$ cat src/srth_pkg.sv
package srth_pkg;

	// table geometry: 256 rows by 256 columns
	localparam int unsigned ROW_W    = 8;
	localparam int unsigned COL_W    = 8;
	localparam int unsigned TABLE_AW = ROW_W + COL_W;
	localparam int unsigned TABLE_DEPTH = 1 << TABLE_AW;
	localparam int unsigned WORD_W   = 32;

	// item fields
	localparam int unsigned SHAPE_W = 32;
	localparam int unsigned BYTE_W  = 8;

	// defaults for top level parameters
	localparam int unsigned RECORD_BYTES_DEF = 36;
	localparam int unsigned QUEUE_DEPTH_DEF  = 4;

	// truncated 15-bit generator
	localparam logic [31:0] LCG_MUL  = 32'h0003_43FD;
	localparam logic [31:0] LCG_ADD  = 32'h0026_9EC3;
	localparam int unsigned LCG_W    = 15;
	localparam logic [LCG_W-1:0] LCG_SEED = 15'd1;

	// generator steps packed into one table word
	localparam logic [1:0] STEP_B0 = 2'd0;
	localparam logic [1:0] STEP_B1 = 2'd1;
	localparam logic [1:0] STEP_B2 = 2'd2;
	localparam logic [1:0] STEP_B3 = 2'd3;

	// request queued between front and back
	typedef struct packed {
		logic [TABLE_AW-1:0] addr;
		logic                last;
	} lookup_t;

	// table write from the load sequencer
	typedef struct packed {
		logic                en;
		logic [TABLE_AW-1:0] addr;
		logic [WORD_W-1:0]   data;
	} tbl_wr_t;

endpackage

$ cat src/srth_queue.sv
module srth_queue #(
	parameter int unsigned DEPTH = srth_pkg::QUEUE_DEPTH_DEF
) (
	input  logic              clk,
	input  logic              arst_n,
	input  logic              push,
	input  srth_pkg::lookup_t push_data,
	input  logic              pop,
	output srth_pkg::lookup_t head,
	output logic              empty,
	output logic              full
);

	localparam int unsigned PTR_W = (DEPTH > 1) ? $clog2(DEPTH) : 1;
	localparam int unsigned CNT_W = $clog2(DEPTH + 1);

	srth_pkg::lookup_t slot_q [DEPTH];
	logic [PTR_W-1:0]  wr_ptr_q;
	logic [PTR_W-1:0]  rd_ptr_q;
	logic [CNT_W-1:0]  count_q;

	assign empty = (count_q == '0);
	assign full  = (count_q == CNT_W'(DEPTH));
	assign head  = slot_q[rd_ptr_q];

	// storage
	always_ff @(posedge clk) begin
		if (push) begin
			slot_q[wr_ptr_q] <= push_data;
		end
	end

	// pointers and fill level
	always_ff @(posedge clk or negedge arst_n) begin
		if (!arst_n) begin
			wr_ptr_q <= '0;
			rd_ptr_q <= '0;
			count_q  <= '0;
		end else begin
			if (push) begin
				wr_ptr_q <= (wr_ptr_q == PTR_W'(DEPTH - 1)) ? '0 : wr_ptr_q + 1'b1;
			end
			if (pop) begin
				rd_ptr_q <= (rd_ptr_q == PTR_W'(DEPTH - 1)) ? '0 : rd_ptr_q + 1'b1;
			end
			case ({push, pop})
				2'b10:   count_q <= count_q + 1'b1;
				2'b01:   count_q <= count_q - 1'b1;
				default: count_q <= count_q;
			endcase
		end
	end

endmodule

$ cat config.mk
export PLATFORM = sky130hd
export DESIGN_NAME = srth_queue
export DESIGN_NICKNAME = d
export VERILOG_FILES = /design/src/srth_pkg.sv /design/src/srth_queue.sv
export SDC_FILE = /design/constraint.sdc
export NUM_CORES = 1
export LEC_CHECK = 0
export ABC_AREA = 0
export BUFFER_PORTS_ARGS = -buffer_cell sky130_fd_sc_hd__buf_4
export CORE_MARGIN = 2
export CORE_UTILIZATION = 35
export CTS_CLUSTER_DIAMETER = 30
export DETAILED_ROUTE_END_ITERATION = 10
export PLACE_DENSITY = 0.66
export SLEW_MARGIN = 25
export SYNTH_ARGS = -nofsm -noshare
export SYNTH_HDL_FRONTEND = slang
export SYNTH_SLANG_ARGS = --single-unit
$ cat constraint.sdc
create_clock -name clk -period 1.5 [get_ports clk]
set_input_delay 0.225 -clock clk [delete_from_list [all_inputs] [get_ports clk]]
set_output_delay 0.225 -clock clk [all_outputs]
set_load 0.1 [all_outputs]
-- Word level (Yosys, flattened, before mapping)
Memory sizes are Yosys's and may differ from the RTL's.
Index checks and enable logic that the tools add are counted.
- reduce and logical (&&, ||, !) cells: 2
- equal/unequal tests: 5
- mux-type cells: 5
- add/sub/neg operators: 4
- operators by type and width (operator ; count):
    $eq 2x2->1 const B ; 3
    $pmux 3 s2 ; 1
    $add 2x1->2 const B ; 2
    $mux 2 ; 2
    $add 3x1->3 const B ; 1
    $eq 3x3->1 const B ; 1
    $logic_not 3->1 ; 1
    $sub 3x1->3 const B ; 1
    $eq 2x1->1 const B ; 1
    $mux 1 ; 2
    $reduce_bool 2->1 ; 1
- memories kept: 1
- memory bits (writable): 68
- bits of input ports: 21
- logic and storage cells: 20
- register bits after elaboration: 7
- output and inout port bits: 19
- memories (memory ; words ; width ; read ports ; clocked after Yosys merged registers in ; wr ports ; RTL line ; source):
    slot_q ; 4 ; 17 ; 1 ; 0 ; 1 ; srth_queue.sv:17 ; srth_pkg::lookup_t slot_q [DEPTH];

-- Logic depth before layout (Yosys ltp)
- depth after elaboration: 2
- gate-level depth with buffers: 7

-- Least setup slack after synthesis
OpenSTA, ideal clock, no wires.
- path kind: reg-to-output
- start point: register count_q[0]
- end point: output port empty
- data required time: 1.275 ns
- arrival time: 2.459 ns
- slack: -1.184 ns
- cell stages (with the launch flop): 2
- cell sequence: dfrtp_1 nor3_1
- longest elaborated chain between the ends: 1
- ends and longest elaborated chain (item ; RTL line ; source):
    start, declared ; srth_queue.sv:20 ; logic [CNT_W-1:0] count_q;
    start signal, assigned ; srth_queue.sv:47 ; 2'b10: count_q <= count_q + 1'b1;
    start signal, assigned ; srth_queue.sv:48 ; 2'b01: count_q <= count_q - 1'b1;
    start signal, assigned ; srth_queue.sv:49 ; default: count_q <= count_q;
    $logic_not 3->1 ; srth_queue.sv:22 ; assign empty = (count_q == '0);
    end, declared ; srth_queue.sv:10 ; output logic empty,
No other way between the ends.

==> out/metrics.cfg <==
[run_status]
status=finished with violations
violations=setup timing

[global_route]
grt_max_degree=20
grt_pass1_vias=1450
grt_overflow=0
antenna_found_initial=0
grt_use_total_pct=12.0
grt_pass1_wl_mm=7.73

[cts]
cts_buffer_depth=2
cts_buffers=9
htreeDepth=3
clock_latency_ps=340
cts_tree=done
cts-root-buf=clkbuf_8
clock_sinks=75
path_clk_slew_ps=90

[worst_setup_path]
arrival_ps=1690
endpoint_kind=primary output
rr_endpoint=rd_ptr_q[1]$_DFFE_PN0P_
cp-start-kind=register
r2r_start=rd_ptr_q[0]$_DFFE_PN0P_
crit_fanout=6
crit_start=rd_ptr_q[0]$_DFFE_PN0P_
crit_path_end=head[1]
r2r_slack_ps=100
worstRegToRegCells=4
critPathKind=reg -> out
crit_required_ps=1270

[logic_synthesis]
syn-num-nets=155
synthDistinctLibCells=21
synth.cell_area_sq_um=2920
synth.avg_cell_area_sq_um=23.0
synth_seq_area_share_pct=76.1
synth_warnings=0
ys_seq_elements=75
synth_cells=127

[placed_design]
placed_area_sq_um=3470
gp_congestion=0.675
port_buffers=39
dpl.hpwl_mm=3.00

[drt]
totalWireLength_mm=4.90
remaining_drc_errors=0
via_per_inst=4.70
drt_iter0_drc=87
firstDrtPassIters=4
vias=1400
avgRoutedWirePerCell_um=16.5
drtAntennaViolNets=0

[timing]
clock_skew_ps=8.53
worst_pin_slew_ps=276
fmax_ghz=0.522
rsz0062_at_grt=true
hold_viol_final=0
slew_viol_final=0
finalCriticalPeriod_ps=1920
setup_ws_ps=-416
relSlewSlack_pct=81.6
post-route-period-util_pct=128
setup_viol=17

[floorplanning]
die_area_sq_um=9080
coreArea_sq_um=8130
die_h_um=95.3
ios=40
die_w_um=95.3
start_util_pct=35.8
rows=33

[final_layout]
final_area_sq_um=3840
fill_cells=674
area_growth_pct=31.6
multi_input_area_sq_um=617
drive_above_1_share_pct=48.2
num-nets-final=216
seqCellArea_sq_um=2220
num_antenna_cells=0

[min_path]
hold_path_class=in -> reg

[flow_run]
max_cap_violations=0

placed cells by master (no fill, tap or decap), types with 6 or more instances in the layout:
cell and instances:
buf_12 10, buf_4 25, buf_6 10, buf_8 7
clkbuf_8 9, dfrtp_1 6, edfxtp_1 68, ha_1 6
mux4_2 17
sequential cells by signal (all words and copies together) (netlist names):
register / flops
slot_q: 68
rd_ptr_q: 2
count_q: 3
wr_ptr_q: 2
Yosys cell counts:
master,instances,area [sq um]
mux2i_1,1,10.0
nor2_1,2,7.51
ha_1,6,75.1
o21ai_0,2,10.0
nand2_1,1,3.75
inv_1,6,22.5
mux4_1,9,236
fa_1,1,20.0
nor3_1,1,5.00
xor2_1,2,17.5
or3_1,1,6.26
and2_1,4,25.0
buf_12,1,20.0
buf_2,2,10.0
dfrtp_1,7,175
mux2_2,2,22.5
buf_6,1,11.3
edfxtp_1,68,2040
mux4_2,8,180
and3_1,1,6.26
xnor2_1,1,8.76
worst min path at each step:
stage / from / endpoint / slack (ps) / depth (start not counted)
2_1_floorplan: arst_n / count_q[0]$_DFFE_PN0P_ / -70 / 0
3_3_place_gp: arst_n / count_q[2]$_DFFE_PN0P_ / 50 / 1
3_5_place_dp: arst_n / wr_ptr_q[0]$_DFFE_PN0P_ / 50 / 1
4_1_cts: push_data[7] / slot_q[2][7]$_DFFE_PP_ / 60 / 1
5_1_grt: push_data[13] / slot_q[1][13]$_DFFE_PP_ / 60 / 1
6_report: push_data[7] / slot_q[2][7]$_DFFE_PP_ / 80 / 1
cells by family after synthesis:
family	after synthesis	share of synthesized area (%)
adders and majority gates	7	3.26
buffers and inverters	10	2.19
and+or+nand+nor	10	1.85
xor gates and xnor gates	3	0.901
AOI/OAI and AO/OA	2	0.343
DFF	75	76.1
muxes	20	15.4
area by class of cell:
type	instances	share of cell area (%)
clock buffer	9	3.23
clock inverter	7	2.18
inverter	6	0.587
multi-input combinational	42	16.1
sequential	75	57.8
tap	105	3.42
timing repair buffer	54	16.7
worst max-delay path: stages, from the launching register on:
cell       delay, ps
dfrtp_2          440
clkbuf_16        180
mux4_2           530
buf_8            190
metrics by stage:
| stage | util, % | cells | setup TNS [ps] | hold WS, ps | worst slack [ps] |
|---|---|---|---|---|---|
| 2_1_floorplan | - | 127 | -2900 | -70.6 | -225 |
| 3_3_place_gp | 42.7 | 279 | -922 | 48.2 | -90.3 |
| 3_5_place_dp | 42.7 | 279 | -1040 | 47.0 | -95.0 |
| 4_1_cts | 46.7 | 297 | -6980 | 62.3 | -458 |
| 5_1_grt | 47.2 | 298 | -7640 | 62.2 | -471 |
| 6_report | 47.2 | 298 | -6620 | 81.4 | -416 |
routing by layer:
layer	GRT usage [%]	vias up	wire length, um
met3	4.19	5	273
li1	-	635	-
met1	14.7	721	2070
met5	0	-	0
met4	4.71	0	50
met2	19.7	39	2510
repair_timing:
item	4_1_cts	5_1_grt
hold endpoints to repair	7	0
resized for setup	39	9
endpoints found under the setup margin	19	19
buffers inserted	1	0
cloned	0	1
pin swaps	1	0
hold buffers	1	0
Power is left out: the tool's default activity adds up to more than one toggle a clock period on the data nets, which glitch-free logic cannot reach.
