$ cat src/srth_pkg.sv
package srth_pkg;

	// table geometry: 256 rows by 256 columns
	localparam int unsigned ROW_W    = 8;
	localparam int unsigned COL_W    = 8;
	localparam int unsigned TABLE_AW = ROW_W + COL_W;
	localparam int unsigned TABLE_DEPTH = 1 << TABLE_AW;
	localparam int unsigned WORD_W   = 32;

	// item fields
	localparam int unsigned SHAPE_W = 32;
	localparam int unsigned BYTE_W  = 8;

	// defaults for top level parameters
	localparam int unsigned RECORD_BYTES_DEF = 36;
	localparam int unsigned QUEUE_DEPTH_DEF  = 4;

	// truncated 15-bit generator
	localparam logic [31:0] LCG_MUL  = 32'h0003_43FD;
	localparam logic [31:0] LCG_ADD  = 32'h0026_9EC3;
	localparam int unsigned LCG_W    = 15;
	localparam logic [LCG_W-1:0] LCG_SEED = 15'd1;

	// generator steps packed into one table word
	localparam logic [1:0] STEP_B0 = 2'd0;
	localparam logic [1:0] STEP_B1 = 2'd1;
	localparam logic [1:0] STEP_B2 = 2'd2;
	localparam logic [1:0] STEP_B3 = 2'd3;

	// request queued between front and back
	typedef struct packed {
		logic [TABLE_AW-1:0] addr;
		logic                last;
	} lookup_t;

	// table write from the load sequencer
	typedef struct packed {
		logic                en;
		logic [TABLE_AW-1:0] addr;
		logic [WORD_W-1:0]   data;
	} tbl_wr_t;

endpackage

$ cat src/srth_back.sv
module srth_back (
	input  logic                        clk,
	input  logic                        arst_n,
	input  logic                        queue_empty,
	input  srth_pkg::lookup_t           head,
	output logic                        pop,
	output logic                        rd_en,
	output logic [srth_pkg::TABLE_AW-1:0] rd_addr,
	input  logic [srth_pkg::WORD_W-1:0] rd_data,
	output logic                        out_valid,
	input  logic                        out_stall,
	output logic [srth_pkg::WORD_W-1:0] slide_hash
);

	logic                        valid_s2;
	logic                        last_s2;
	logic                        advance;
	logic [srth_pkg::WORD_W-1:0] hash_q;
	logic [srth_pkg::WORD_W-1:0] out_hash_q;
	logic                        out_valid_q;

	// read stage holds only when a finished hash cannot leave
	assign advance = !(valid_s2 && last_s2 && out_valid_q && out_stall);
	assign pop     = advance && !queue_empty;
	assign rd_en   = pop;
	assign rd_addr = head.addr;

	assign out_valid  = out_valid_q;
	assign slide_hash = out_hash_q;

	// read in flight
	always_ff @(posedge clk or negedge arst_n) begin
		if (!arst_n) begin
			valid_s2 <= 1'b0;
			last_s2  <= 1'b0;
		end else if (advance) begin
			valid_s2 <= pop;
			last_s2  <= head.last;
		end
	end

	// running hash and result register
	always_ff @(posedge clk or negedge arst_n) begin
		if (!arst_n) begin
			hash_q      <= '0;
			out_valid_q <= 1'b0;
		end else begin
			if (valid_s2 && advance && last_s2) begin
				hash_q      <= '0;
				out_valid_q <= 1'b1;
			end else begin
				if (valid_s2 && advance) begin
					hash_q <= hash_q ^ rd_data;
				end
				if (!out_stall) begin
					out_valid_q <= 1'b0;
				end
			end
		end
	end

	always_ff @(posedge clk) begin
		if (valid_s2 && advance && last_s2) begin
			out_hash_q <= hash_q ^ rd_data;
		end
	end

endmodule

$ cat config.mk
export PLATFORM = sky130hd
export DESIGN_NAME = srth_back
export DESIGN_NICKNAME = d
export VERILOG_FILES = /design/src/srth_pkg.sv /design/src/srth_back.sv
export SDC_FILE = /design/constraint.sdc
export NUM_CORES = 1
export LEC_CHECK = 0
export ABC_AREA = 1
export ABC_CLOCK_PERIOD_IN_PS = 3000
export BUFFER_PORTS_ARGS = -buffer_cell sky130_fd_sc_hd__buf_2
export CORE_AREA = 3 3 70 98
export DETAILED_ROUTE_END_ITERATION = 12
export DIE_AREA = 0 0 73 101
export GPL_TIMING_DRIVEN = 0
export PLACE_DENSITY_LB_ADDON = 0.15
export SYNTH_ARGS = -nofsm -noshare
export SYNTH_HDL_FRONTEND = slang
export SYNTH_SLANG_ARGS = --single-unit
$ cat constraint.sdc
create_clock -name clk -period 3 [get_ports clk]
set_input_delay 0.3 -clock clk [delete_from_list [all_inputs] [get_ports clk]]
set_output_delay 0.3 -clock clk [all_outputs]
set_load 0.01 [all_outputs]
# --- Yosys cells after proc, flatten, opt, wreduce, memory -nomap -nowiden ---
# Cells that the tools add are included.
# Widths: inputs -> output; s select.
word_totals:
  register_bits: 67
  word_cells: 20
classes:
  n_eq_ne: 1
  muxes: 4
  n_bitwise: 1
  n_reduce_logical: 9
ops:
  columns: ["operator", "n"]
  rows:
  - ["$mux 32", 2]
  - ["$xor 32x32->32", 1]
  - ["$logic_and 1x1->1", 6]
  - ["$logic_not 1->1", 2]
  - ["$mux 1", 2]
  - ["$ne 2x1->1 const B", 1]
  - ["$reduce_bool 2->1", 1]

# --- Longest topological paths before layout ---
depth:
  depth_word: 7
  depth_mapped: 5
  mapped_depth_nobuf: 4

# --- Worst setup path after synthesis ---
# OpenSTA, ideal clock, no wires.
synth_path:
  path_kind: "register -> register"
  start: "reg out_valid_q (netlist: out_valid)"
  end: "reg out_hash_q, in the netlist slide_hash[0], enable pin"
  setup_ns: 0.421
  arrival_time_ns: 2.163
  required_time_ns: 2.579
  setup_slack_ns: 0.416
  stages_incl_launch_ff: 5
  n_path_buf: 1
  period_less_slack_ns: 2.584
  path_cell_list: "dfrtp_1 -> nand2_1 -> o21bai_4 -> buf_4 -> nor2_1"
synth_between:
  elab_chain_cells: 5
synth_rtl:
  columns: ["element", "line_no", "source"]
  rows:
  - ["start: declaration", "srth_back.sv:20", "logic out_valid_q;"]
  - ["start signal: assignment", "srth_back.sv:46", "out_valid_q <= 1'b0;"]
  - ["start signal: assignment", "srth_back.sv:50", "out_valid_q <= 1'b1;"]
  - ["start signal: assignment", "srth_back.sv:56", "out_valid_q <= 1'b0;"]
  - ["$logic_and 1x1->1 (2 in series)", "srth_back.sv:23", "assign advance = !(valid_s2 && last_s2 && out_valid_q && out_stall);"]
  - ["$logic_not 1->1", "srth_back.sv:23", null]
  - ["$logic_and 1x1->1 (2 in series)", "srth_back.sv:63", "if (valid_s2 && advance && last_s2) begin"]
  - ["end signal: assignment", "srth_back.sv:64", "out_hash_q <= hash_q ^ rd_data;"]
  - ["end: declaration", "srth_back.sv:19", "logic [srth_pkg::WORD_W-1:0] out_hash_q;"]
# Every way passes these cells.
# A chain may end at the register's enable or synchronous reset.

# --- Worst setup path after layout ---
layout_path:
  start: "reg out_valid_q (netlist: out_valid)"
  end: "reg out_hash_q, in the netlist slide_hash[1], enable pin"
# The elaborated chain is that of the path after synthesis.

==> summary.txt <==
Final net count: 446
Synth warn: 0
Routed via count: 2239
Filler cell count: 531
Die area: 0.00737 sq mm
Max_cap viols: 0
Post-DP HPWL: 3990 um
PD cells: 598 mW/mm^2
CP top delay family: simple AND/OR/NAND/NOR gates
CTS buffer count: 9
Pin count of the biggest net entering global routing: 36
Die W: 73 um
CP max stage delay: 380 ps
Worst-margin pin slew: 805 ps
GRT Total Usage: 16.4%
Max Freq: 592 MHz
Worst ir drop on vdd: 0.378 mV
WP buf/inv: 2
Worst slew margin: 46.3%
Reg-to-reg startpoint: out_valid
Most frequent cells in the layout: nand2_1, buf_2, dfrtp_1
CP cell instances: nand2_1, o21bai_4, buf_4, nor2_4, buf_12
Final worst path period need: 1690 ps
Fin. max-slew vios: 0
Grt ovf: 0
Hold buffer count at cts: 0
Clock skew: 9.21 ps
Met2 usage: 26.7%
Crit path arrival time: 1720 ps
Ranking of synthesized cells by area: edfxtp_1, dfrtp_1, nand2_1, or2_2, and2_1
CP Capture Type: flip-flop
Core Area: 0.00617 sq mm
Post-CTS Setup Bufs: 0
Fin. Hold Viols: 0
Wirelength, routed: 5590 um
Mapped Cells: 294
Iteration-0 DRC Markers: 88
Synth unique cells: 14
Ports: 104
Antenna Nets Post-Route: 0
Setup_tns: 0 ps
Hold Path Class: in -> async
Initial Util: 48.5%
H-tree depth: 3
Initial antenna violation count: 0
Slowest CP cell: dfrtp_1
Row count: 34
Synth Cell Area: 0.00299 sq mm
RSZ-0062 raised after global routing: false
Status: completed
Post-CTS Resized: 0
Crit path from: out_valid
Register area share after synthesis: 61.4%
I/O Buffers: 87
Clk sinks: 67
Area grow syn2layout: 24.7%
Tcrit/Tclk final: 56.3%
First-pass GRT wire length: 9160 um
Routed len/inst: 11.9 um
GRT Max-Usage Layer: met2
Critical path required time: 3030 ps
DRC Markers: 0
Worst hold slack: 57.7 ps
Post-Syn Nets: 347
Leak pwr: 0.00181 uW
Met3 usage: 5.89%
Number of global-route vias before repair: 2205
Worst R2R Setup Slack: 1310 ps
Worst skew pair latency: 330 ps
DRT Pass-1 Iters: 4
Worst-path clk slew: 60 ps
Root cell of the clock tree: clkbuf_8
CP Max Fanout: 24
Endpoints failing setup: 0
Clock buffer depth: 2
Critical path class: reg -> reg
Via density per instance: 4.77
Register bit total from synthesis: 67
Post-synth top area share: 32.1%
Crit path launch type: flip-flop
Commonest non-fill, non-tap cell in the layout: nand2_1
Antenna diode count: 0
Yosys top cell by area: edfxtp_1
Die H: 101 um
Layout cells sized above 1: 40.3%
CTS tree: built
Avg Cell Area, Syn: 10.2 sq um
Placer Congestion: 0.715
Met1 Use GR: 19.1%
[cell usage after synthesis]
library cell and instances:
and2_1 32, buf_2 3, buf_4 20, dfrtp_1 35, edfxtp_1 32, inv_1 1
inv_2 1, nand2_1 99, nand3_1 32, nor2_1 3, nor2_2 1, o21ai_0 1
o21bai_4 1, or2_2 33
[worst paths after layout]
check / endpoint / cells after the start
min in group clk: last_s2 / 2
setup / recovery: slide_hash[1] / 5
setup reg to reg: slide_hash[1] / 5
hold / removal: hash_q[22] / 1
max in group asynchronous: hash_q[1] / 1
hold reg to reg: hash_q[26] / 2
[through the flow]
step	instances	utilization, %	total power, uW	area (sq um)	worst slack [ps]
5_1_grt	469	60.4	2360	3730	1160
3_3_place_gp	453	57.0	1530	3510	-527
3_5_place_dp	454	57.4	1550	3540	1250
2_1_floorplan	294	-	1410	2990	416
6_report	469	60.4	2230	3730	1310
4_1_cts	469	60.4	2260	3730	1290
[sequential cells by signal (all words and copies together) (netlist names)]
| signal | cells |
|---|---|
| slide_hash | 32 |
| valid_s2 | 1 |
| out_valid | 1 |
| last_s2 | 1 |
| hash_q | 32 |
[cell type report]
type	instances	area [sq um]	share of cell area, %
buffer	23	165	4.43
clock buffer	11	141	3.79
clock inverter	4	42.5	1.14
inverter	2	7.51	0.201
multi-input combinational	202	987	26.5
sequential	67	1840	49.3
tap	72	90.1	2.42
timing repair buffer	88	455	12.2
[power breakdown]
part / internal [uW] / leakage (uW) / switching [uW] / total [uW]
Sequential: 1090 / 0.000745 / 53.9 / 1150
Combinational: 183 / 0.000969 / 193 / 376
Clock: 395 / 0.0000943 / 310 / 705
[per-layer routing]
metal	routed length [um]	vias to the layer above
met5	0	-
met4	91	0
met3	445	6
met2	2760	77
met1	2300	1021
li1	-	1135
[logic make-up (layout without fill, tap and decap cells)]
group           Yosys count  after routing  synth area share [%]
buf+inv                  25            128                  5.78
simple gates            200            200                  32.0
compound gates            2              2                 0.795
flops                    67             67                  61.4
Power figures use the tool's default switching activity.
