**config.mk**
```make
export PLATFORM = sky130hd
export DESIGN_NAME = srth_front
export DESIGN_NICKNAME = d
export VERILOG_FILES = /design/src/srth_pkg.sv /design/src/srth_front.sv
export SDC_FILE = /design/constraint.sdc
export NUM_CORES = 1
export LEC_CHECK = 0
export BUFFER_PORTS_ARGS = -buffer_cell sky130_fd_sc_hd__buf_2
export CAP_MARGIN = 20
export CORE_ASPECT_RATIO = 0.5
export CORE_MARGIN = 4
export CORE_UTILIZATION = 42
export CTS_BUF_LIST = sky130_fd_sc_hd__clkbuf_2 sky130_fd_sc_hd__clkbuf_4 sky130_fd_sc_hd__clkbuf_8
export DETAILED_ROUTE_END_ITERATION = 16
export PLACE_DENSITY = 0.87
export SLEW_MARGIN = 20
export SYNTH_ARGS = -nofsm -noshare
export SYNTH_HDL_FRONTEND = slang
export SYNTH_SLANG_ARGS = --single-unit
```
**constraint.sdc**
```tcl
create_clock -name clk -period 4.3 [get_ports clk]
set_input_delay 0.215 -clock clk [delete_from_list [all_inputs] [get_ports clk]]
set_output_delay 0.215 -clock clk [all_outputs]
set_load 0.05 [all_outputs]
```
**src/srth_pkg.sv**
```systemverilog
package srth_pkg;

	// table geometry: 256 rows by 256 columns
	localparam int unsigned ROW_W    = 8;
	localparam int unsigned COL_W    = 8;
	localparam int unsigned TABLE_AW = ROW_W + COL_W;
	localparam int unsigned TABLE_DEPTH = 1 << TABLE_AW;
	localparam int unsigned WORD_W   = 32;

	// item fields
	localparam int unsigned SHAPE_W = 32;
	localparam int unsigned BYTE_W  = 8;

	// defaults for top level parameters
	localparam int unsigned RECORD_BYTES_DEF = 36;
	localparam int unsigned QUEUE_DEPTH_DEF  = 4;

	// truncated 15-bit generator
	localparam logic [31:0] LCG_MUL  = 32'h0003_43FD;
	localparam logic [31:0] LCG_ADD  = 32'h0026_9EC3;
	localparam int unsigned LCG_W    = 15;
	localparam logic [LCG_W-1:0] LCG_SEED = 15'd1;

	// generator steps packed into one table word
	localparam logic [1:0] STEP_B0 = 2'd0;
	localparam logic [1:0] STEP_B1 = 2'd1;
	localparam logic [1:0] STEP_B2 = 2'd2;
	localparam logic [1:0] STEP_B3 = 2'd3;

	// request queued between front and back
	typedef struct packed {
		logic [TABLE_AW-1:0] addr;
		logic                last;
	} lookup_t;

	// table write from the load sequencer
	typedef struct packed {
		logic                en;
		logic [TABLE_AW-1:0] addr;
		logic [WORD_W-1:0]   data;
	} tbl_wr_t;

endpackage

```
**src/srth_front.sv**
```systemverilog
module srth_front #(
	parameter int unsigned RECORD_BYTES = srth_pkg::RECORD_BYTES_DEF
) (
	input  logic                         clk,
	input  logic                         arst_n,
	input  logic                         in_valid,
	output logic                         in_stall,
	input  logic [srth_pkg::SHAPE_W-1:0] shape_id,
	input  logic [srth_pkg::BYTE_W-1:0]  record_byte,
	input  logic                         last_of_slide,
	input  logic                         table_ready,
	input  logic                         queue_full,
	output logic                         push,
	output srth_pkg::lookup_t            entry
);

	localparam int unsigned PW = $clog2(RECORD_BYTES + 1);

	logic [PW-1:0]                         pos_q;
	logic [PW-1:0]                         mult;
	logic [srth_pkg::ROW_W+PW-1:0]         prod;
	logic [srth_pkg::ROW_W-1:0]            row;

	// no requests until the table is loaded
	assign in_stall = !table_ready || queue_full;
	assign push     = in_valid && !in_stall;

	// row = shape id times byte index plus one, mod 256
	assign mult = pos_q + 1'b1;
	assign prod = (srth_pkg::ROW_W+PW)'(shape_id[srth_pkg::ROW_W-1:0])
		* (srth_pkg::ROW_W+PW)'(mult);
	assign row  = prod[srth_pkg::ROW_W-1:0];

	assign entry.addr = {row, record_byte};
	assign entry.last = last_of_slide;

	// byte index within the record, restarts at end of slide
	always_ff @(posedge clk or negedge arst_n) begin
		if (!arst_n) begin
			pos_q <= '0;
		end else if (push) begin
			if (last_of_slide || mult == PW'(RECORD_BYTES)) begin
				pos_q <= '0;
			end else begin
				pos_q <= mult;
			end
		end
	end

endmodule

```
# Word-level counts from Yosys, hierarchy flattened
# Cells that the tools add are included.
# op_classes
addsub,1
n_mul,1
eq_ne,1
muxes,1
reduce_logical,5
# ops
cell,count
8-bit by 6-bit multiplier with 8-bit output,1
6-bit by 1-bit adder with 6-bit output (second input constant),1
6-bit equality test (second input constant),1
6-bit 2-to-1 mux,1
1-bit zero test,2
1-bit logical OR,2
1-bit logical AND,1
# totals
reg_bits,6
input_bits,46
out_inout_bits,19
wordCells,10

# Depth between registers and ports, before layout
# logic_depth
word_depth,4
depth_mapped,15
depth_no_buf,15

# Worst setup path after synthesis
# OpenSTA, ideal clock, no wires.
# synth_timing
path_kind,register -> output
start,reg pos_q[1]
end,out entry[16] (netlist name)
arrival_time_ps,4262
t_required_ps,4085
slack_ps,-177
stages_incl_launch_ff,14
path_buffers,0
path_cell_list,dfrtp_1 > ha_1 > nand3_1 > xnor2_1 > nand2_1 > fa_1 > fa_1 > fa_1 > inv_1 > ha_1 > a21o_1 > a21oi_1 > xnor3_1 > xnor3_1
# synth_rtl
element,line,source
start: declaration,srth_front.sv:19,logic [PW-1:0] pos_q;
start signal: assignment,srth_front.sv:45,pos_q <= mult;
end: declaration,srth_front.sv:14,output srth_pkg::lookup_t entry

==> flow_summary_export.csv <==
group,metric,value,unit
run_status,outcome,"finished, final reports clean",
yosys,async_flop_share,100,%
final_layout,final_layout_size_suffix_gt1_share,39.1,%
die,coreArea,0.00265,sq mm
detailed_routing,drc,0,
setup_path,cp_slowest_stage_delay,510,ps
placed_design,gp_congestion,0.853,
die,dieArea,0.00381,sq mm
sta,hold_ws,245,ps
grt,grt_pass1_wl,4.22,mm
die,initial_core_util,45.1,%
power,combPwrFrac,80.4,%
power,cellLeakagePower,0.821,nW
setup_path,critPathKind,"register to output port",
power,share_seq_of_total_power,8.9,%
yosys,yosysSeqAreaShare,12.6,%
power,power.density,467,mW/mm^2
cts,htreeDepth,1,
setup_path,required,4090,ps
cts,clk_pin_slew_worst_paths,40,ps
grt,grt_usage,14.0,%
min_path,min-delay-start,"last_of_slide",
setup_path,crit_chain,"buf_4, buf_4, xnor2_4, buf_4, nand2_1, fa_1, fa_1, fa_1, xnor2_1, xnor2_1, xnor3_1, xnor3_2, buf_8",
yosys,syn_avg_cell_area,8.79,sq um
setup_path,worstReg2RegStart,"pos_q[3]",
power,irDropWorstVdd,317,uV
power,internal_power,0.369,mW
cts,cts_root_buf,"clkbuf_8",
setup_path,critPathTopFamily,"adder cells",
yosys,synth_cells,136,
min_path,hold_path.class,"primary input to register",
detailed_routing,dr.pass1.iters,4,
detailed_routing,drt_iter0_markers,96,
detailed_routing,drt-total-wl,3.00,mm
detailed_routing,vias,1079,
grt,grt_pass1_vias,968,
yosys,synthesis.nets,206,
run,drv_cap,0,
die,dieWidth,83.4,um
yosys,synth_area,0.00119,sq mm
placed_design,portBuffers,24,
die,die_height,45.7,um
yosys,synthTopCellsByArea,"fa_1 22%, dfrtp_1 13%, ha_1 12%",
yosys,yosysTopAreaCell,"fa_1",
setup_path,crit_fanout,4,
sta,final_hold_viol_count,0,
placed_design,dp_hpwl,2.04,mm
final_layout,layout.nets,251,
setup_path,worstSetupStartpointType,"register",
setup_path,cp.buffers_inverters,4,
cts,insertion_delay,220,ps
die,num_io_pins,65,
final_layout,largest_reg_flops,6,
detailed_routing,post_drt_wl_per_cell,13.9,um
grt,grt_start_max_net_pins,13,
sta,worstMarginPinSlew,336,ps
final_layout,reg.largest.list,"pos_q x6",
sta,fmax,0.238,GHz
yosys,ys_seq_elements,6,
yosys,yosys.cell_count.top_type,"nand2_1",
sta,layout_min_cycle_time,4200,ps
setup_path,crit_arrival,3980,ps
final_layout,num_antenna_cells,0,
sta,fin_skew,2.97,ps
detailed_routing,viasPerCell,5.00,
sta,setup_viol,0,
sta,tns,0,ps
final_layout,syn2layout_area_growth,38.8,%
power,total_power,0.775,mW
cts,cts_tree,"done",
sta,slew_headroom,77.5,%
die,num_rows,13,
grt,antenna_found_initial,0,
cts,clock-sinks,6,
final_layout,top_register,"pos_q",
power,p_sw_share,52.4,%
yosys,yosysTopAreaCellShare,21.8,%
yosys,synth_commonest_cells,"23 x nand2_1, 21 x inv_1, 13 x fa_1",
yosys,yosys_warnings,0,
sta,finalMaxSlewViolations,0,
grt,overflow,0,
power,p_sw,0.406,mW
cts,cts_inserted_buffers,3,
sta,period_share,97.6,%
detailed_routing,postRouteAntennaNets,0,
yosys,synth_flop_cell,"dfrtp_1",
setup_path,slowest_stage,"fa_1",
setup_path,end_kind,"output port",
yosys,ys_types,27,
yosys,synth-edff-count,0,
setup_path,crit_start,"pos_q[3]",
power,p_clk_share,10.8,%
cts,clockBufferDepth,2,
-- per-stage QoR --
| step | util, % | setup WS (ps) | area (sq um) | std cells |
|---|---|---|---|---|
| after global routing | 62.6 | -83.9 | 1660 | 216 |
| after global placement | 53.3 | -11.8 | 1410 | 203 |
| after floorplan | - | 0.856 | 1200 | 136 |
| final | 62.6 | 103 | 1660 | 216 |
| after detailed placement | 53.3 | -84.1 | 1410 | 203 |
| after CTS | 56.3 | 9.77 | 1490 | 207 |
-- cell usage in the layout (no fill, tap or decap), drive strengths merged --
cell type    netlist  final
dfrtp              6      6
fa                13     13
nand2b             4      4
nand3              3      3
nand2             23     23
dlygate4sd3        0      1
nor3b              1      1
a311o              1      1
ha                11     11
buf                9     49
o21ai              6      6
and3               1      1
xor2               3      3
inv               21     21
nand3b             1      1
xnor2             11     11
a21oi              2      2
clkbuf             1      3
o41ai              1      1
a21o               2      2
and2               8      8
xnor3              2      2
nor2               1      1
nor2b              5      5
-- path summary, 6_finish.rpt --
kind                              to  slack, ps  cells past startpoint
setup / recovery           entry[16]        100                     13
hold / removal              pos_q[2]        240                      2
setup reg to reg            pos_q[5]       2910                      4
hold reg to reg             pos_q[5]        640                      2
max in group asynchronous   pos_q[0]       3810                      2
min in group asynchronous   pos_q[4]        350                      2
-- cells by family after synthesis --
| logic type | count (synthesis) | synth area share (%) |
|---|---|---|
| simple gates | 47 | 20.1 |
| flops | 6 | 12.6 |
| buf+inv | 31 | 12.6 |
| compound gates | 12 | 6.18 |
| fa+ha+maj | 24 | 33.3 |
| xor+xnor | 16 | 15.3 |
-- routing by layer --
metal,up-vias,global-route usage [%],part of all wire (%)
met4,0,4.81,1.7
met1,538,14.7,37
li1,503,-,-
met2,28,29.5,57
met3,10,2.53,4.9
met5,-,0,0
-- cell type report --
type	count	area, sq um
clock buffers	3	41.3
fillers	189	992
inverters	21	78.8
multi-input cells	99	1010
flip-flops and latches	6	150
well taps	37	46.3
repair buffers	50	332
-- worst reg2reg max path, cell delays in order, from the launching register on --
cell and delay, ps:
dfrtp_1 390, buf_4 150, nor3b_1 300, a311o_1 300, o21ai_0 110
-- power by group through the flow --
stage / logic (mW) / registers [mW] / clock network (mW)
3_5_place_dp: 0.530 / 0.0672 / 0
2_1_floorplan: 0.424 / 0.0700 / 0
5_1_grt: 0.671 / 0.0695 / 0.0899
3_3_place_gp: 0.516 / 0.0667 / 0
6_report: 0.623 / 0.0686 / 0.0836
4_1_cts: 0.559 / 0.0686 / 0.0853
-- timing repair --
| item | in CTS | in global routing |
|---|---|---|
| hold endpoints to repair | 6 | 0 |
| resized for setup | 6 | 13 |
| buffers inserted | 0 | 9 |
| hold buffers | 1 | 0 |
| setup endpoints to repair | 1 | 1 |
| pin swaps | 8 | 12 |
(Power assumes the default switching activity.)
