### src/srth_pkg.sv
package srth_pkg;

	// table geometry: 256 rows by 256 columns
	localparam int unsigned ROW_W    = 8;
	localparam int unsigned COL_W    = 8;
	localparam int unsigned TABLE_AW = ROW_W + COL_W;
	localparam int unsigned TABLE_DEPTH = 1 << TABLE_AW;
	localparam int unsigned WORD_W   = 32;

	// item fields
	localparam int unsigned SHAPE_W = 32;
	localparam int unsigned BYTE_W  = 8;

	// defaults for top level parameters
	localparam int unsigned RECORD_BYTES_DEF = 36;
	localparam int unsigned QUEUE_DEPTH_DEF  = 4;

	// truncated 15-bit generator
	localparam logic [31:0] LCG_MUL  = 32'h0003_43FD;
	localparam logic [31:0] LCG_ADD  = 32'h0026_9EC3;
	localparam int unsigned LCG_W    = 15;
	localparam logic [LCG_W-1:0] LCG_SEED = 15'd1;

	// generator steps packed into one table word
	localparam logic [1:0] STEP_B0 = 2'd0;
	localparam logic [1:0] STEP_B1 = 2'd1;
	localparam logic [1:0] STEP_B2 = 2'd2;
	localparam logic [1:0] STEP_B3 = 2'd3;

	// request queued between front and back
	typedef struct packed {
		logic [TABLE_AW-1:0] addr;
		logic                last;
	} lookup_t;

	// table write from the load sequencer
	typedef struct packed {
		logic                en;
		logic [TABLE_AW-1:0] addr;
		logic [WORD_W-1:0]   data;
	} tbl_wr_t;

endpackage

### src/srth_fill.sv
module srth_fill (
	input  logic             clk,
	input  logic             arst_n,
	output srth_pkg::tbl_wr_t wr,
	output logic             done
);

	localparam int unsigned AW = srth_pkg::TABLE_AW;

	logic [srth_pkg::LCG_W-1:0] lcg_q;
	logic [srth_pkg::LCG_W-1:0] lcg_next;
	logic [31:0]                lcg_prod;
	logic [1:0]                 step_q;
	logic [23:0]                acc_q;
	logic [AW:0]                idx_q;

	assign done = idx_q[AW];

	// one generator step per cycle
	assign lcg_prod = 32'(lcg_q) * srth_pkg::LCG_MUL + srth_pkg::LCG_ADD;
	assign lcg_next = lcg_prod[30:16];

	// fourth step completes a word
	assign wr.en   = !done && (step_q == srth_pkg::STEP_B3);
	assign wr.addr = idx_q[AW-1:0];
	assign wr.data = {lcg_next[7:0], acc_q};

	always_ff @(posedge clk or negedge arst_n) begin
		if (!arst_n) begin
			lcg_q  <= srth_pkg::LCG_SEED;
			step_q <= srth_pkg::STEP_B0;
			idx_q  <= '0;
		end else if (!done) begin
			lcg_q  <= lcg_next;
			step_q <= step_q + 2'd1;
			if (step_q == srth_pkg::STEP_B3) begin
				idx_q <= idx_q + 1'b1;
			end
		end
	end

	// byte collection of the word in progress
	always_ff @(posedge clk) begin
		case (step_q)
			srth_pkg::STEP_B0: acc_q[7:0]   <= lcg_next[7:0];
			srth_pkg::STEP_B1: acc_q[15:8]  <= lcg_next[7:0];
			srth_pkg::STEP_B2: acc_q[23:16] <= lcg_next[7:0];
			default:           acc_q        <= acc_q;
		endcase
	end

endmodule

### config.mk
export PLATFORM = sky130hd
export DESIGN_NAME = srth_fill
export DESIGN_NICKNAME = d
export VERILOG_FILES = /design/src/srth_pkg.sv /design/src/srth_fill.sv
export SDC_FILE = /design/constraint.sdc
export NUM_CORES = 1
export LEC_CHECK = 0
export BUFFER_PORTS_ARGS = -buffer_cell sky130_fd_sc_hd__clkbuf_2
export CORE_AREA = 2 2 174 176
export CTS_BUF_LIST = sky130_fd_sc_hd__clkbuf_8
export CTS_CLUSTER_SIZE = 28
export DETAILED_ROUTE_END_ITERATION = 16
export DIE_AREA = 0 0 176 178
export HOLD_SLACK_MARGIN = 0.15
export PLACE_DENSITY = 0.37
export SYNTH_ARGS = -nofsm -noshare
export SYNTH_HDL_FRONTEND = slang
export SYNTH_SLANG_ARGS = --single-unit
### constraint.sdc
create_clock -name clk -period 21 [get_ports clk]
set_input_delay 3.15 -clock clk [delete_from_list [all_inputs] [get_ports clk]]
set_output_delay 3.15 -clock clk [all_outputs]
set_load 0.02 [all_outputs]
### Word-level counts from Yosys, hierarchy flattened

Cells that the tools add are included.

| operators by class | value |
|---|---|
| multipliers | 1 |
| muxes and demuxes | 2 |
| bitwise gates (word level) | 1 |
| equal/unequal tests | 3 |
| reductions and logical operators | 4 |
| $add $sub $neg | 3 |

Operators with widths:

| operator | number |
|---|---|
| $mux W17 | 2 |
| $add A31 B22 Y31 const B | 1 |
| $mul A15 B18 Y31 const B | 1 |
| $add A17 B1 Y17 const B | 1 |
| $eq A2 B2 Y1 const B | 2 |
| $add A2 B1 Y2 const B | 1 |
| $eq A2 B1 Y1 const B | 1 |
| $logic_not A2 Y1 | 1 |
| $reduce_and A2 Y1 | 1 |
| $logic_and A1 B1 Y1 | 1 |
| $logic_not A1 Y1 | 1 |
| $not A1 Y1 | 1 |

| word-level totals | value |
|---|---|
| input port bits | 2 |
| register bits | 58 |
| output and inout bits | 50 |

### Logic depth before layout (Yosys ltp)

| depth | value |
|---|---|
| depth after elaboration | 3 |
| mapped depth | 21 |
| mapped depth without buffers | 20 |

### Worst setup path before layout

No wires, ideal clock.

| timing path | value |
|---|---|
| kind | register to output |
| start point | register lcg_q[4] in the netlist's numbering |
| end point | output port wr[31] in the netlist's numbering |
| cell stages (with the launch flop) | 20 |
| path buffers | 1 |
| path slack | 12.091 ns |
| arrival | 5.759 ns |
| cell sequence | dfrtp_1 fa_1 inv_1 fa_1 inv_1 fa_1 fa_1 fa_1 inv_1 fa_1 inv_1 ha_1 nand4_2 a2111oi_4 o311ai_2 a31oi_4 o21ai_1 and3_4 nor2_1 buf_4 |

| on the way | value |
|---|---|
| longest elaborated chain between the ends | 2 |

RTL lines:

| item | RTL line | RTL |
|---|---|---|
| from (decl) | srth_fill.sv:10 | `logic [srth_pkg::LCG_W-1:0] lcg_q;` |
| from (signal assigned) | srth_fill.sv:30 | `lcg_q <= srth_pkg::LCG_SEED;` |
| from (signal assigned) | srth_fill.sv:34 | `lcg_q <= lcg_next;` |
| $mul A15 B18 Y31 | srth_fill.sv:20 | `assign lcg_prod = 32'(lcg_q) * srth_pkg::LCG_MUL + srth_pkg::LCG_ADD;` |
| $add A31 B22 Y31 | srth_fill.sv:20 |  |
| to (decl) | srth_fill.sv:4 | `output srth_pkg::tbl_wr_t wr,` |

No other way between the ends.

==> results.json <==
{
  "pin_count": 52,
  "drc": 0,
  "syn-num-nets": 953,
  "num_vias": 4763,
  "cp_top_family": "adder cells",
  "max_freq_ghz": 0.101,
  "cts_root_buf": "clkbuf_8",
  "drt_pass1_iterations": 4,
  "dpl.hpwl_um": 16000,
  "critPathMaxStageDelay_ns": 0.74,
  "postCtsSetupRepairBufs": 0,
  "crit_arrival_ns": 6.74,
  "grt_use_total": 0.126,
  "required_ns": 17.85,
  "diodes": 0,
  "yosysWarnings": 0,
  "nNetsFinal": 1003,
  "path_cells": "fa_1 -> inv_1 -> fa_1 -> inv_1 -> fa_1 -> fa_1 -> fa_1 -> inv_1 -> fa_1 -> inv_1 -> ha_1 -> nand4_2 -> a2111oi_4 -> o311ai_2 -> a31oi_4 -> nor2_1 -> xnor2_1 -> clkbuf_2",
  "slew_headroom": 0.337,
  "final_antenna_net_count": 0,
  "synth-seq-cells": 58,
  "synth_area_um2": 7550,
  "cts_tree": "yes",
  "path_clk_slew_ns": 0.07,
  "min_period_ns": 9.89,
  "min-delay-path-class": "flop to flop",
  "worstMarginPinSlew_ns": 0.995,
  "path_common_cell": "fa_1",
  "leakage_uw": 0.00424,
  "core_area_um2": 29400,
  "whs_endpoint": "idx_q[11]",
  "synthCells": 707,
  "drt-total-wl_um": 18500,
  "power_uw": 238,
  "placementRows": 63,
  "ff2ff_path_depth": 18,
  "n_fill_cell": 3108,
  "fin_crit_sh": 0.471,
  "holdPathStages": 1,
  "cts_sinks": 58,
  "die_h_um": 178,
  "criticalPathCategory": "flop to output pin",
  "reg2reg_slack_ns": 14.55,
  "tns_ns": 0,
  "layout_common_cells": "187 x inv_1, 140 x ha_1, 104 x fa_1",
  "grt_max_degree": 35,
  "cts_buffers": 9,
  "clockBufferDepth": 2,
  "portBuffers": 51,
  "slowest_stage": "fa_1",
  "startpoint_type": "flop",
  "hold_viol": 0,
  "grt_overflow": 0,
  "start_util": 0.257,
  "die_width_um": 176,
  "viasPerCell": 4.13,
  "end_kind": "output pin",
  "ir_worst_vdd_mv": 0.0305,
  "hold_start": "idx_q[11]",
  "holdBufCountCts": 0,
  "htree_levels": 3,
  "clkLatencyLatePin_ns": 0.35,
  "p_per_area_nw_per_um2": 28.3,
  "final_layout_size_suffix_gt1_frac": 0.117,
  "path_buf_inv": 5,
  "grt_pass1_vias": 5176,
  "antenna_found_initial": 0,
  "timing.clock.skew_ns": 0.0190,
  "ys.flop_type": "dfrtp_1",
  "die-area_um2": 31300,
  "setup_violations": 0,
  "post_synth_num_cell_types": 56,
  "syn_to_final_growth_pct": 11.7,
  "slew_violations": 0,
  "cap_violations": 0,
  "first_iter_violations": 151,
  "final_common_cell": "inv_1",
  "ys_async_sr_fraction": 0.586,
  "rsz0062_at_grt": "no",
  "outcome": "finished, final reports clean",
  "wl_per_cell_um": 16.1,
  "grt_pass1_wl_um": 29700,
  "crit_fanout": 11,
  "synth_edf_count": 24,
  "postCtsResizedCells": 0,
  "place_congestion": 0.762,
  "worst_r2r_endpoint": "lcg_q[6]",
  "r2r_start": "lcg_q[4]",
  "synth_seq_area_share": 0.208,
  "syn_avg_cell_area_um2": 10.7
}
## layout make-up
class                   instances  area [um2]  share of cell area
clock buffers                  10         138              0.0163
flip-flops and latches         58        1570               0.186
clock inverters                 6        81.3             0.00964
inverters                     187         702              0.0832
repair buffers                 51         255              0.0303
multi-input cells             450        5200               0.616
well taps                     390         488              0.0579
## cells by family after synthesis
family                     synth area share
AOI/OAI and AO/OA                    0.0691
xor gates and xnor gates             0.0383
adders and majority gates             0.508
buffers and inverters                 0.103
DFF                                   0.208
muxes                                0.0118
and+or+nand+nor                      0.0615
## routing by layer
layer,wire (um),GRT usage,up-vias,part of all wire
met2,9150,0.218,34,0.49
met3,299,0.0190,6,0.016
met4,125,0.0165,0,0.0068
met5,0,0,-,0
li1,-,-,2351,-
met1,8930,0.170,2372,0.48
## worst max-delay path by stage
stage	startpoint	endpoint	cells after the start
final	lcg_q[4]	wr[30]	18
after global routing	lcg_q[4]	wr[31]	19
after CTS	lcg_q[4]	wr[31]	19
after detailed placement	lcg_q[4]	wr[31]	19
after global placement	lcg_q[4]	wr[31]	19
after floorplan	lcg_q[4]	wr[31]	19
## synthesized netlist by cell type (2+ instances only)
library cell | number | area share
a21oi_1 | 20 | 0.013
nor2b_1 | 2 | 0.0017
fa_1 | 104 | 0.28
clkbuf_1 | 3 | 0.0015
o21ai_0 | 14 | 0.0093
a21o_1 | 3 | 0.0030
o21bai_1 | 4 | 0.0040
o31ai_2 | 2 | 0.0033
or2_2 | 2 | 0.0017
o211ai_1 | 2 | 0.0020
xor2_1 | 15 | 0.017
nor2_1 | 21 | 0.010
a221oi_1 | 2 | 0.0023
o21ai_1 | 2 | 0.0013
a2111oi_0 | 2 | 0.0023
and2_1 | 2 | 0.0017
nand3_1 | 6 | 0.0040
ha_1 | 140 | 0.23
nor3b_1 | 2 | 0.0020
nand2_1 | 32 | 0.016
or3_1 | 2 | 0.0017
o31ai_1 | 2 | 0.0020
mux2_2 | 7 | 0.010
nand4_1 | 8 | 0.0066
a211o_1 | 2 | 0.0023
nor3_1 | 5 | 0.0033
xnor2_1 | 18 | 0.021
dfrtp_1 | 33 | 0.11
inv_1 | 186 | 0.092
and3_1 | 2 | 0.0017
a22o_1 | 2 | 0.0023
buf_4 | 8 | 0.0080
a211oi_1 | 6 | 0.0060
edfxtp_1 | 24 | 0.095
## flip-flops by register name (all words and copies together) (netlist names)
register  count
acc_q        24
idx_q        17
lcg_q        15
step_q        2
## power by group
part	leakage (uW)	internal [uW]	total, uW	switching [uW]
clock network	0.000113	69.3	120	50.4
logic	0.00350	0.0607	1.51	1.44
registers	0.000624	117	117	0
## through the flow
stage / hold slack, ns / cell area (um2) / cells / utilization / setup WS [ns]
2_1_floorplan: 0.498 / 7550 / 707 / - / 12.09
3_3_place_gp: 0.490 / 8220 / 1136 / 0.279 / 11.41
3_5_place_dp: 0.487 / 8220 / 1136 / 0.279 / 11.38
4_1_cts: 0.500 / 8430 / 1152 / 0.287 / 10.99
5_1_grt: 0.524 / 8430 / 1152 / 0.287 / 10.67
6_report: 0.494 / 8430 / 1152 / 0.287 / 11.11
## worst reg2reg max path: stages (launching register included)
cell,delay (ns)
dfrtp_1,0.62
fa_1,0.75
inv_1,0.12
fa_1,0.51
inv_1,0.05
fa_1,0.51
fa_1,0.44
fa_1,0.54
inv_1,0.05
fa_1,0.55
inv_1,0.05
ha_1,0.34
nand4_2,0.18
a2111oi_4,0.39
o311ai_2,0.26
a31oi_4,0.31
nor2_1,0.08
xnor2_1,0.40
mux2_2,0.24
Note: power is estimated with default switching activity, not from simulation.
